[src/design/nkstat_pkg.sv]
// ----------------------------------------------------------------------------
// nkstat_pkg
// Shared types, constants and helpers for the nucleotide statistics counter.
// ----------------------------------------------------------------------------
package nkstat_pkg;

  // Command codes carried in the func field
  typedef enum logic [1:0] {
    FUNC_PUSH    = 2'd0,
    FUNC_RD_PAIR = 2'd1,
    FUNC_RD_TRIP = 2'd2,
    FUNC_CLEAR   = 2'd3
  } func_t;

  // Output counter fields are fixed at 24 bits whatever the counter width
  localparam int unsigned CNT_FIELD_W = 24;
  typedef logic [CNT_FIELD_W-1:0] cnt_field_t;

  // djb2 hash
  localparam int unsigned HASH_W    = 64;
  localparam logic [HASH_W-1:0] HASH_SEED = 64'd5381;

  // Base codes
  typedef logic [1:0] base_code_t;
  localparam base_code_t CODE_A = 2'b00;
  localparam base_code_t CODE_C = 2'b01;
  localparam base_code_t CODE_G = 2'b10;
  localparam base_code_t CODE_T = 2'b11;

  // ASCII letters, slot 0 is A through slot 3 is T
  localparam logic [7:0] ASCII_A = 8'h41;
  localparam logic [7:0] ASCII_C = 8'h43;
  localparam logic [7:0] ASCII_G = 8'h47;
  localparam logic [7:0] ASCII_T = 8'h54;
  localparam logic [3:0][7:0] LETTERS = {ASCII_T, ASCII_G, ASCII_C, ASCII_A};

  // History depth saturates at two bases
  localparam logic [1:0] FILL_MAX = 2'd2;

  // Control for one counter bank
  typedef struct packed {
    logic accept;  // transaction accepted this cycle
    logic inc;     // accepted item bumps the addressed counter
    logic commit;  // item in the result stage is handed over
    logic clear;   // accepted item clears the bank
  } bank_ctl_t;

  // Map a byte to its 2-bit code; anything but C, G, T codes as A
  function automatic base_code_t base_code(input logic [7:0] b);
    base_code_t c;
    unique case (b)
      ASCII_C: c = CODE_C;
      ASCII_G: c = CODE_G;
      ASCII_T: c = CODE_T;
      default: c = CODE_A;
    endcase
    return c;
  endfunction

endpackage

[src/design/nkstat_if.sv]
// ----------------------------------------------------------------------------
// nkstat_if
// Valid/ready channels for commands into and results out of the counter.
// ----------------------------------------------------------------------------
interface nkstat_in_if;
  logic       valid;
  logic       ready;
  logic [1:0] func;
  logic [7:0] base_byte;
  logic [5:0] counter_index;

  modport source (output valid, func, base_byte, counter_index, input ready);
  modport sink   (input valid, func, base_byte, counter_index, output ready);
endinterface

interface nkstat_out_if;
  logic        valid;
  logic        ready;
  logic [63:0] running_hash;
  logic [23:0] a_total;
  logic [23:0] c_total;
  logic [23:0] g_total;
  logic [23:0] t_total;
  logic [23:0] bases_seen;
  logic [23:0] counter_value;

  modport source (output valid, running_hash, a_total, c_total, g_total, t_total,
                  bases_seen, counter_value, input ready);
  modport sink   (input valid, running_hash, a_total, c_total, g_total, t_total,
                  bases_seen, counter_value, output ready);
endinterface

[src/design/nkstat_cnt_bank.sv]
// ----------------------------------------------------------------------------
// nkstat_cnt_bank
// Bank of saturating counters in a memory with per-entry valid bits. The
// entry is read when a transaction is accepted and the incremented value is
// written back when that transaction's result is handed over.
// ----------------------------------------------------------------------------
module nkstat_cnt_bank #(
  parameter int unsigned ADDR_W = 4,
  parameter int unsigned CNT_W  = 24
) (
  input  logic                     clk,
  input  logic                     rst_n,
  input  nkstat_pkg::bank_ctl_t    ctl,
  input  logic [ADDR_W-1:0]        rd_addr,
  output logic [CNT_W-1:0]         value
);

  localparam int unsigned DEPTH   = 1 << ADDR_W;
  localparam logic [CNT_W-1:0] CNT_MAX = {CNT_W{1'b1}};

  logic [CNT_W-1:0]  mem [DEPTH];
  logic [DEPTH-1:0]  vld_r;

  logic [ADDR_W-1:0] addr_r;
  logic              inc_r;
  logic [CNT_W-1:0]  q_r;
  logic              ok_r;
  logic              byp_r;
  logic [CNT_W-1:0]  byp_val_r;

  logic [CNT_W-1:0]  eff;
  logic [CNT_W-1:0]  wr_val;
  logic              wr_en;

  // Current value of the addressed entry: bypass, stored or never written
  always_comb begin
    if (byp_r) begin
      eff = byp_val_r;
    end else if (ok_r) begin
      eff = q_r;
    end else begin
      eff = '0;
    end
  end

  // Saturating increment, written once when the result leaves
  assign wr_val = (eff == CNT_MAX) ? eff : eff + 1'b1;
  assign wr_en  = ctl.commit && inc_r;
  assign value  = eff;

  // Memory write and registered read
  always_ff @(posedge clk) begin
    if (wr_en) begin
      mem[addr_r] <= wr_val;
    end
    if (ctl.accept) begin
      q_r       <= mem[rd_addr];
      byp_val_r <= wr_val;
    end
  end

  // Control and valid bits; clear wins over a concurrent write
  always_ff @(posedge clk) begin
    if (!rst_n) begin
      vld_r  <= '0;
      addr_r <= '0;
      inc_r  <= 1'b0;
      ok_r   <= 1'b0;
      byp_r  <= 1'b0;
    end else begin
      if (ctl.accept && ctl.clear) begin
        vld_r <= '0;
      end else if (wr_en) begin
        vld_r[addr_r] <= 1'b1;
      end
      if (ctl.accept) begin
        addr_r <= rd_addr;
        inc_r  <= ctl.inc;
        ok_r   <= vld_r[rd_addr];
        byp_r  <= wr_en && (addr_r == rd_addr);
      end
    end
  end

endmodule

[src/design/nucleotide_kmer_stats_counter_core.sv]
// ----------------------------------------------------------------------------
// nucleotide_kmer_stats_counter_core
// Nucleotide statistics: djb2 hash, letter counts, dinucleotide and codon
// counters with saturating increments, counter reads and clear.
// Throughput: one command per cycle while the result register is free or
// being emptied; the counter memories are read on accept and written back,
// with bypass, as the result is handed over.
// Reset: synchronous, clears all counters, history and the result stage;
// the hash restarts at 5381. Clear does the same but for the result stage.
// ----------------------------------------------------------------------------
module nucleotide_kmer_stats_counter_core #(
  parameter int unsigned COUNT_WIDTH = 24
) (
  input  logic                clk,
  input  logic                rst_n,
  nkstat_in_if.sink           in_ch,
  nkstat_out_if.source        out_ch
);

  localparam logic [COUNT_WIDTH-1:0] CNT_MAX = {COUNT_WIDTH{1'b1}};

  logic                             out_valid_r;
  nkstat_pkg::func_t                func_r;
  logic [nkstat_pkg::HASH_W-1:0]    hash_r;
  logic [COUNT_WIDTH-1:0]           let_cnt_r [4];
  logic [COUNT_WIDTH-1:0]           byte_cnt_r;
  nkstat_pkg::base_code_t           prev_code_r;
  nkstat_pkg::base_code_t           older_code_r;
  logic [1:0]                       fill_r;

  logic                             acc;
  logic                             commit;
  nkstat_pkg::func_t                func_in;
  logic                             is_push;
  logic                             is_clear;
  nkstat_pkg::base_code_t           code;
  logic [3:0]                       pair_idx;
  logic [5:0]                       trip_idx;
  logic [3:0]                       pair_addr;
  logic [5:0]                       trip_addr;
  nkstat_pkg::bank_ctl_t            pair_ctl;
  nkstat_pkg::bank_ctl_t            trip_ctl;
  logic [COUNT_WIDTH-1:0]           pair_val;
  logic [COUNT_WIDTH-1:0]           trip_val;
  logic [COUNT_WIDTH-1:0]           sel_val;

  // Handshake: the result register is free or being emptied
  assign in_ch.ready = !out_valid_r || out_ch.ready;
  assign acc         = in_ch.valid && in_ch.ready;
  assign commit      = out_valid_r && out_ch.ready;

  // Decode the incoming command
  assign func_in  = nkstat_pkg::func_t'(in_ch.func);
  assign is_push  = (func_in == nkstat_pkg::FUNC_PUSH);
  assign is_clear = (func_in == nkstat_pkg::FUNC_CLEAR);
  assign code     = nkstat_pkg::base_code(in_ch.base_byte);
  assign pair_idx = {prev_code_r, code};
  assign trip_idx = {older_code_r, prev_code_r, code};

  // Counter bank addresses: k-mer index on push, requested index on read
  assign pair_addr = is_push ? pair_idx : in_ch.counter_index[3:0];
  assign trip_addr = is_push ? trip_idx : in_ch.counter_index;

  always_comb begin
    pair_ctl.accept = acc;
    pair_ctl.inc    = is_push && (fill_r != 2'd0);
    pair_ctl.commit = commit;
    pair_ctl.clear  = is_clear;
    trip_ctl.accept = acc;
    trip_ctl.inc    = is_push && (fill_r == nkstat_pkg::FILL_MAX);
    trip_ctl.commit = commit;
    trip_ctl.clear  = is_clear;
  end

  nkstat_cnt_bank #(
    .ADDR_W (4),
    .CNT_W  (COUNT_WIDTH)
  ) u_pair_bank (
    .clk     (clk),
    .rst_n   (rst_n),
    .ctl     (pair_ctl),
    .rd_addr (pair_addr),
    .value   (pair_val)
  );

  nkstat_cnt_bank #(
    .ADDR_W (6),
    .CNT_W  (COUNT_WIDTH)
  ) u_trip_bank (
    .clk     (clk),
    .rst_n   (rst_n),
    .ctl     (trip_ctl),
    .rd_addr (trip_addr),
    .value   (trip_val)
  );

  // Update hash, letter and byte counts and base history on accept
  always_ff @(posedge clk) begin
    if (!rst_n) begin
      out_valid_r  <= 1'b0;
      func_r       <= nkstat_pkg::FUNC_CLEAR;
      hash_r       <= nkstat_pkg::HASH_SEED;
      byte_cnt_r   <= '0;
      prev_code_r  <= nkstat_pkg::CODE_A;
      older_code_r <= nkstat_pkg::CODE_A;
      fill_r       <= '0;
      for (int i = 0; i < 4; i++) begin
        let_cnt_r[i] <= '0;
      end
    end else begin
      if (acc) begin
        out_valid_r <= 1'b1;
      end else if (commit) begin
        out_valid_r <= 1'b0;
      end
      if (acc) begin
        func_r <= func_in;
        if (is_clear) begin
          hash_r       <= nkstat_pkg::HASH_SEED;
          byte_cnt_r   <= '0;
          prev_code_r  <= nkstat_pkg::CODE_A;
          older_code_r <= nkstat_pkg::CODE_A;
          fill_r       <= '0;
          for (int i = 0; i < 4; i++) begin
            let_cnt_r[i] <= '0;
          end
        end else if (is_push) begin
          hash_r <= (hash_r << 5) + hash_r + nkstat_pkg::HASH_W'(in_ch.base_byte);
          if (byte_cnt_r != CNT_MAX) begin
            byte_cnt_r <= byte_cnt_r + 1'b1;
          end
          for (int i = 0; i < 4; i++) begin
            if ((in_ch.base_byte == nkstat_pkg::LETTERS[i]) && (let_cnt_r[i] != CNT_MAX)) begin
              let_cnt_r[i] <= let_cnt_r[i] + 1'b1;
            end
          end
          older_code_r <= prev_code_r;
          prev_code_r  <= code;
          if (fill_r != nkstat_pkg::FILL_MAX) begin
            fill_r <= fill_r + 2'd1;
          end
        end
      end
    end
  end

  // Select the counter shown on reads
  always_comb begin
    unique case (func_r)
      nkstat_pkg::FUNC_RD_PAIR: sel_val = pair_val;
      nkstat_pkg::FUNC_RD_TRIP: sel_val = trip_val;
      nkstat_pkg::FUNC_PUSH:    sel_val = '0;
      nkstat_pkg::FUNC_CLEAR:   sel_val = '0;
    endcase
  end

  // Drive the result channel from the state after the last transaction
  assign out_ch.valid         = out_valid_r;
  assign out_ch.running_hash  = hash_r;
  assign out_ch.a_total       = nkstat_pkg::cnt_field_t'(let_cnt_r[0]);
  assign out_ch.c_total       = nkstat_pkg::cnt_field_t'(let_cnt_r[1]);
  assign out_ch.g_total       = nkstat_pkg::cnt_field_t'(let_cnt_r[2]);
  assign out_ch.t_total       = nkstat_pkg::cnt_field_t'(let_cnt_r[3]);
  assign out_ch.bases_seen    = nkstat_pkg::cnt_field_t'(byte_cnt_r);
  assign out_ch.counter_value = nkstat_pkg::cnt_field_t'(sel_val);

`ifndef SYNTHESIS
  // A clear leaves the hash at its seed and no bytes counted
  a_clear_state: assert property (@(posedge clk) disable iff (!rst_n)
    (acc && is_clear) |=> (hash_r == nkstat_pkg::HASH_SEED) && (byte_cnt_r == '0)
    && (fill_r == 2'd0))
    else $error("clear did not restore the reset state");

  // History fill tracks whether any byte has been seen
  a_fill_bytes: assert property (@(posedge clk) disable iff (!rst_n)
    ((fill_r == 2'd0) == (byte_cnt_r == '0)) && (fill_r != 2'd3))
    else $error("history fill out of step with byte count");

  // Push and clear results never show a counter value
  a_value_zero: assert property (@(posedge clk) disable iff (!rst_n)
    (out_valid_r && ((func_r == nkstat_pkg::FUNC_PUSH) || (func_r == nkstat_pkg::FUNC_CLEAR)))
    |-> (out_ch.counter_value == '0))
    else $error("counter value nonzero on push or clear");
`endif

endmodule

[src/flat_wrapper.sv]
// flat-port wrapper written by rule: the top's interface ports become plain ports
module nucleotide_kmer_stats_counter_core_flat 
#(
  parameter int unsigned COUNT_WIDTH = 24
)
  (clk, rst_n, in_ch_valid, in_ch_func, in_ch_base_byte, in_ch_counter_index, in_ch_ready, out_ch_valid, out_ch_running_hash, out_ch_a_total, out_ch_c_total, out_ch_g_total, out_ch_t_total, out_ch_bases_seen, out_ch_counter_value, out_ch_ready);
  nkstat_in_if in_ch_i ();
  nkstat_out_if out_ch_i ();
  input  logic clk;
  input  logic rst_n;
  input wire logic [$bits(in_ch_i.valid)-1:0] in_ch_valid;
  input wire logic [$bits(in_ch_i.func)-1:0] in_ch_func;
  input wire logic [$bits(in_ch_i.base_byte)-1:0] in_ch_base_byte;
  input wire logic [$bits(in_ch_i.counter_index)-1:0] in_ch_counter_index;
  output wire logic [$bits(in_ch_i.ready)-1:0] in_ch_ready;
  output wire logic [$bits(out_ch_i.valid)-1:0] out_ch_valid;
  output wire logic [$bits(out_ch_i.running_hash)-1:0] out_ch_running_hash;
  output wire logic [$bits(out_ch_i.a_total)-1:0] out_ch_a_total;
  output wire logic [$bits(out_ch_i.c_total)-1:0] out_ch_c_total;
  output wire logic [$bits(out_ch_i.g_total)-1:0] out_ch_g_total;
  output wire logic [$bits(out_ch_i.t_total)-1:0] out_ch_t_total;
  output wire logic [$bits(out_ch_i.bases_seen)-1:0] out_ch_bases_seen;
  output wire logic [$bits(out_ch_i.counter_value)-1:0] out_ch_counter_value;
  input wire logic [$bits(out_ch_i.ready)-1:0] out_ch_ready;
  assign in_ch_i.valid = in_ch_valid;
  assign in_ch_i.func = in_ch_func;
  assign in_ch_i.base_byte = in_ch_base_byte;
  assign in_ch_i.counter_index = in_ch_counter_index;
  assign in_ch_ready = in_ch_i.ready;
  assign out_ch_valid = out_ch_i.valid;
  assign out_ch_running_hash = out_ch_i.running_hash;
  assign out_ch_a_total = out_ch_i.a_total;
  assign out_ch_c_total = out_ch_i.c_total;
  assign out_ch_g_total = out_ch_i.g_total;
  assign out_ch_t_total = out_ch_i.t_total;
  assign out_ch_bases_seen = out_ch_i.bases_seen;
  assign out_ch_counter_value = out_ch_i.counter_value;
  assign out_ch_i.ready = out_ch_ready;
  nucleotide_kmer_stats_counter_core #(.COUNT_WIDTH(COUNT_WIDTH)) u_core (.clk(clk), .rst_n(rst_n), .in_ch(in_ch_i), .out_ch(out_ch_i));
endmodule
[config.mk]
export PLATFORM = sky130hd
export DESIGN_NAME = nucleotide_kmer_stats_counter_core_flat
export DESIGN_NICKNAME = d
export VERILOG_FILES = /design/src/design/nkstat_pkg.sv /design/src/design/nkstat_if.sv /design/src/design/nkstat_cnt_bank.sv /design/src/design/nucleotide_kmer_stats_counter_core.sv /design/src/flat_wrapper.sv
export SDC_FILE = /design/constraint.sdc
export NUM_CORES = 2
export LEC_CHECK = 0
export BUFFER_PORTS_ARGS = -buffer_cell sky130_fd_sc_hd__buf_2
export CAP_MARGIN = 20
export CORE_MARGIN = 4
export CORE_UTILIZATION = 35
export CTS_BUF_LIST = sky130_fd_sc_hd__clkbuf_16
export DETAILED_ROUTE_END_ITERATION = 10
export PLACE_DENSITY = 0.48
export SLEW_MARGIN = 20
export SYNTH_ARGS = -nofsm -noshare
export SYNTH_HDL_FRONTEND = slang
export SYNTH_SLANG_ARGS = --single-unit
[constraint.sdc]
create_clock -name clk -period 5.52 [get_ports clk]
set_clock_uncertainty 0.15 [all_clocks]
set_input_delay 1.38 -clock clk [delete_from_list [all_inputs] [get_ports clk]]
set_output_delay 1.38 -clock clk [all_outputs]
set_load 0.02 [all_outputs]
======== Word-level counts from Yosys, hierarchy flattened ========
Memory sizes are Yosys's and may differ from the RTL's. A register that Yosys moved wholly into a read port is not among the register bits.
Cells that the tools add are included.
word-level totals
  register bits after elaboration ......... 241
  memory bits (writable) .................. 2,016
  bits of input ports ..................... 20
  output and inout port bits .............. 210
  word-level logic and storage cells ...... 170
  memories ................................ 3
cells by class
  $add $sub $neg .......................... 10
  magnitude comparators ................... 6
  equal/unequal tests ..................... 19
  multiplexer cells ....................... 73
  bitwise gates (word level) .............. 11
  reductions and logical operators ........ 29
memory list
  memory                  depth  width  rd ports  clocked after Yosys merged registers in  wr ports  RTL line                                  text
  u_core.u_trip_bank.mem  64     24     1         1                                        1         nkstat_cnt_bank.sv:21                     logic [CNT_W-1:0] mem [DEPTH];
  u_core.u_pair_bank.mem  16     24     1         1                                        1         nkstat_cnt_bank.sv:21
  u_core.let_cnt_r        4      24     4         0                                        4         nucleotide_kmer_stats_counter_core.sv:25  logic [COUNT_WIDTH-1:0] let_cnt_r [4];
operators by type and width
  cell                     number
  $mux W24                 17
  $add A24 B1 Y24 const B  7
  $mux W64                 2
  $ne A24 B24 Y1 const B   5
  $pmux W24 S3             1
  $add A64 B64 Y64         1
  $add A64 B8 Y64          1
  $or A64 B64 Y64          1
  $eq A24 B24 Y1 const B   2
  $mux W1                  39
  $eq A8 B7 Y1 const B     4
  $or A16 B16 Y16          1
  $logic_and A1 B1 Y1      15
  $lt A6 B7 Y1 const B     2
  $mux W2                  7
  $lt A4 B5 Y1 const B     2
  $reduce_bool A2 Y1       5
  $eq A2 B2 Y1 const B     4
  $or A1 B1 Y1             8
  $bmux W1 S6              1
  $demux W1 S6             1
  $eq A6 B6 Y1             1
  $ge A6 B1 Y1 const B     1
  $mux W6                  1
  other kinds (16)         19

======== Longest topological paths before layout ========
  depth in word-level cells ............... 9
  depth in mapped cells ................... 14
  gate-level depth less buffers ........... 14

======== By module ========
A second synthesis with hierarchy kept.
unflattened totals
  cell total of the unflattened synthesis .. 5,041
  area, all modules ....................... 94,405.5 um2
by module, submodules not included
  module                                 instances  cells an instance  area each (um2)  sequential area each (um2)
  nkstat_cnt_bank at u_core.u_trip_bank  1          2,732              63,694.8         49,027.0
  nkstat_cnt_bank at u_core.u_pair_bank  1          846                17,812.1         13,432.9
  nucleotide_kmer_stats_counter_core     1          1,463              12,898.6         4,584.4

======== Worst setup path after synthesis ========
OpenSTA, ideal clock, no wires.
  kind .................................... input -> register
  from .................................... in out_ch_ready
  to ...................................... reg u_core.u_pair_bank.byp_val_r[0], enable pin
  setup time .............................. 0.498 ns
  data arrival time ....................... 4.718 ns
  required time ........................... 4.872 ns
  slack ................................... 0.154 ns
  stages on the path ...................... 5
  path buffers ............................ 1
  cell sequence ........................... nor2b_1 inv_1 nand2_1 inv_1 clkbuf_1
on the way
  longest elaborated chain between the ends .. 2
RTL lines
  element                RTL line                                  text
  start, declared        flat_wrapper.sv:24                        input wire logic [$bits(out_ch_i.ready)-1:0] out_ch_ready;
  $logic_or A1 B1 Y1     nucleotide_kmer_stats_counter_core.sv:48  assign in_ch.ready = !out_valid_r || out_ch.ready;
  named net in_ch_ready  flat_wrapper.sv:15                        output wire logic [$bits(in_ch_i.ready)-1:0] in_ch_ready;
  $logic_and A1 B1 Y1    nucleotide_kmer_stats_counter_core.sv:49  assign acc = in_ch.valid && in_ch.ready;
  named net u_core.acc   nucleotide_kmer_stats_counter_core.sv:31  logic acc;
  end signal, assigned   nkstat_cnt_bank.sv:58                     byp_val_r <= wr_val;
  end, declared          nkstat_cnt_bank.sv:29                     logic [CNT_W-1:0] byp_val_r;
The timed path passes the listed nets, and every way through them passes these cells.
A chain may end at the register's enable or synchronous reset.

======== Worst setup path in the final report ========
  from .................................... in in_ch_base_byte[3]
  to ...................................... reg u_core.u_trip_bank.q_r[19] (read register of u_core.u_trip_bank.mem) (data pin)
on the way
  longest elaborated chain between the ends .. 3
  elaborated cells between the ends (all ways) .. 5
  those cells by class .................... eq/ne (3); mux (2)
RTL lines
  element          RTL line                                  text
  start, declared  flat_wrapper.sv:13                        input wire logic [$bits(in_ch_i.base_byte)-1:0] in_ch_base_byte;
  $eq A8 B7 Y1     nkstat_pkg.sv:51                          unique case (b)
  $pmux W2 S3 (*)  nkstat_pkg.sv:51
  $mux W6 (*)      nucleotide_kmer_stats_counter_core.sv:62  assign trip_addr = is_push ? trip_idx : in_ch.counter_index;
  end, declared    nkstat_cnt_bank.sv:26                     logic [CNT_W-1:0] q_r;
Mark *: on every way between the ends. The rest lies on a longest branch, timed or not.

==> results.cfg <==
[sta]
rsz0062_at_grt = false
tightestPinTransition_ps = 1059
min_period_ps = 4872
slew_violations = 0
whs_ps = 311.7
setup_viol_count_final = 0
min_period_over_period = 0.8827
relSlewSlack = 0.2924
fmax_ghz = 0.2052
final-hold-violation-count = 0

[floorplan]
die_x_um = 528.9
row_count = 190
fp.dieH_um = 528.9
core_um2 = 269100
ios = 230
initial_core_util = 0.3529
dieArea_um2 = 279800

[setup_path]
arrival_ps = 5280
start_kind = input port
end_kind = flip-flop
cp_max_fo = 77
setup.worst_path.class = input port to flip-flop
critical_path_required_ps = 5930

[placement]
dp_cells = 9570
detailed_place_hpwl_mm = 167.2
portBuffers = 229
gp_congestion = 0.8285

[logic_synthesis]
postSynthCellCount = 5804
synthTopCellsByCount = 2088 x edfxtp_1, 702 x nand2_1, 498 x mux4_2, 433 x nor2_1, 213 x dfxtp_1
yosysTopAreaCellShare = 0.6602
synth_area_per_cell_um2 = 16.36
synthMostInstantiatedCell = edfxtp_1
synth_top_cells_by_area = edfxtp_1 66%, mux4_2 12%, dfxtp_1 4.5%
ys_types = 77
synth_enable_flop_cells = 2088
synth-seq-area-share = 0.7051
yosysTopAreaCell = edfxtp_1
ys_warn_count = 0
ys_seq_elements = 2301
ys_async_sr_fraction = 0
syn_area_um2 = 94980
synth_flop_cell = edfxtp_1
syn_nets = 5961

[power_and_ir_drop]
p_per_area_nw_per_um2 = 343.3
p_leak_nw = 37.87
total_power_mw = 38.05
peakVddDrop_mv = 0.2518

[global_routing]
grt_start_max_net_pins = 78
grt_pass1_wl_mm = 397.2
antenna_found_initial = 8
grtUsageTotal = 0.1944
overflow = 0
grt_pass1_vias = 54870

[cts]
clk_latency_ps = 850
ctsResizeCount = 0
cts_setup_buffers = 0
ctsRootBufferMaster = clkbuf_16
clkSinkCount = 2301
htreeDepth = 5
ctsHoldBuffers = 0
cts_buffers = 268
tritoncts = yes
clock_path_buffers = 4
cts.clk_slew.worst_paths_ps = 60

[final_layout]
area_growth_pct = 16.69
drive_above_1_share = 0.2350
post-route-util = 0.4118
regArea_um2 = 66970
nNetsFinal = 6445
fillerInstances = 24380
instances_no_fill = 10050
multiInputGateArea_um2 = 27270

[route]
vias = 54430
drt_wl_total_mm = 276.8
drc = 0
drtIter0Drc = 4997
wl_per_cell_um = 27.56
antenna_left = 0
first_pass_iters = 5
vias_per_cell = 5.419

[flow_run]
maxCapViolations = 0

[hold_path]
hold_path_class = flip-flop to flip-flop

[outcome]
status = complete, no violations
-- final cells by class --
| class | count | share of cell area |
|---|---|---|
| Timing Repair Buffer | 528 | 0.03452 |
| Inverter | 59 | 0.002021 |
| Tap cell | 3552 | 0.04010 |
| Clock inverter | 192 | 0.01100 |
| Clock buffer | 274 | 0.06187 |
| Multi-Input combinational cell | 3130 | 0.2461 |
| Antenna cell | 9 | 0.0002032 |
| Sequential cell | 2301 | 0.6042 |
-- path summary, 6_finish.rpt --
check | startpoint | to | slack (ps) | cells past startpoint
worst min-delay path | u_core.u_pair_bank.inc_r | u_core.u_pair_bank.inc_r | 310 | 2
worst max-delay path | in_ch_base_byte[3] | u_core.u_trip_bank.q_r[19] | 650 | 12
worst max register to register | u_core.u_trip_bank.byp_r | u_core.u_trip_bank.mem[31][23] | 720 | 10
worst min register to register | u_core.u_pair_bank.inc_r | u_core.u_pair_bank.inc_r | 310 | 2
-- cells in the final DEF, fill, tap and decap left out, types with 18 or more instances in the layout --
| cell type | netlist | final |
|---|---|---|
| a21o_1 | 41 | 41 |
| nor2b_1 | 55 | 55 |
| nor2_2 | 0 | 37 |
| clkinv_2 | 0 | 39 |
| o21ai_0 | 87 | 87 |
| edfxtp_1 | 2088 | 2088 |
| and2_1 | 18 | 18 |
| buf_2 | 80 | 230 |
| xnor2_2 | 0 | 23 |
| dfxtp_1 | 213 | 212 |
| clkbuf_16 | 0 | 274 |
| a311oi_1 | 73 | 73 |
| a21boi_0 | 19 | 19 |
| nand3_1 | 197 | 197 |
| buf_4 | 5 | 263 |
| or3_1 | 21 | 20 |
| a22oi_1 | 59 | 59 |
| clkinv_1 | 0 | 61 |
| ha_1 | 133 | 133 |
| and3_1 | 103 | 103 |
| a21oi_1 | 127 | 124 |
| nand4_1 | 42 | 42 |
| inv_1 | 59 | 116 |
| nor2_4 | 0 | 38 |
| nor3_1 | 36 | 32 |
| a31oi_1 | 67 | 66 |
| xnor2_1 | 104 | 81 |
| nor2_1 | 433 | 358 |
| mux4_2 | 498 | 498 |
| buf_12 | 0 | 35 |
| o22ai_1 | 28 | 28 |
| xor2_1 | 90 | 82 |
| nand2_1 | 702 | 701 |
-- power breakdown --
| part | leakage [nW] | total, mW | switching [mW] | internal [mW] |
|---|---|---|---|---|
| Combinational | 12.8 | 2.35 | 1.50 | 0.852 |
| Clock | 4.19 | 16.5 | 7.03 | 9.51 |
| Sequential | 20.9 | 19.2 | 0.128 | 19.0 |
| Total | 37.9 | 38.1 | 8.66 | 29.4 |
-- through the flow --
step | setup slack (ps) | instance area, um^2 | TNS, ps
2_1_floorplan | 154.1 | 94980 | 0
3_3_place_gp | -90.20 | 102600 | -99.82
3_5_place_dp | -66.95 | 102700 | -68.21
4_1_cts | 736.4 | 110700 | 0
5_1_grt | 427.2 | 110800 | 0
6_report | 647.6 | 110800 | 0
-- routing by layer --
layer  GRT usage  wire length (um)
met1      0.2633            117700
met2      0.3123            130400
met3     0.04249             19180
met5           0                 0
met4     0.06316              9541
-- worst max-delay path, stage by stage --
cell	delay (ps)
buf_2	120
or4b_4	550
nor3b_1	490
buf_4	230
mux2i_4	180
buf_12	280
buf_12	250
mux4_2	400
nand2_1	90
nand3_1	250
a31oi_1	670
a21oi_1	140
-- flip-flops by register name, indices dropped and copies added, names as in the netlist, 2 cells and up --
register,cells
u_core.u_pair_bank.vld_r,16
u_core.fill_r,2
u_core.u_trip_bank.vld_r,64
u_core.u_pair_bank.byp_val_r,24
u_core.func_r,2
u_core.let_cnt_r,96
u_core.u_pair_bank.mem,384
u_core.out_ch.running_hash,64
u_core.u_trip_bank.byp_val_r,24
u_core.u_pair_bank.q_r,24
u_core.out_ch.bases_seen,24
u_core.prev_code_r,2
u_core.u_trip_bank.addr_r,6
u_core.u_trip_bank.q_r,24
u_core.u_trip_bank.mem,1536
u_core.older_code_r,2
-- kinds of logic after synthesis --
family          count (synthesis)  share of synthesized area
compound gates                609                    0.04333
xor+xnor                      194                    0.01789
buf+inv                       373                    0.01702
simple gates                 1679                    0.07882
fa+ha+maj                     137                    0.01836
flops                        2301                     0.7051
mux                           511                     0.1195
(Power assumes the default switching activity.)
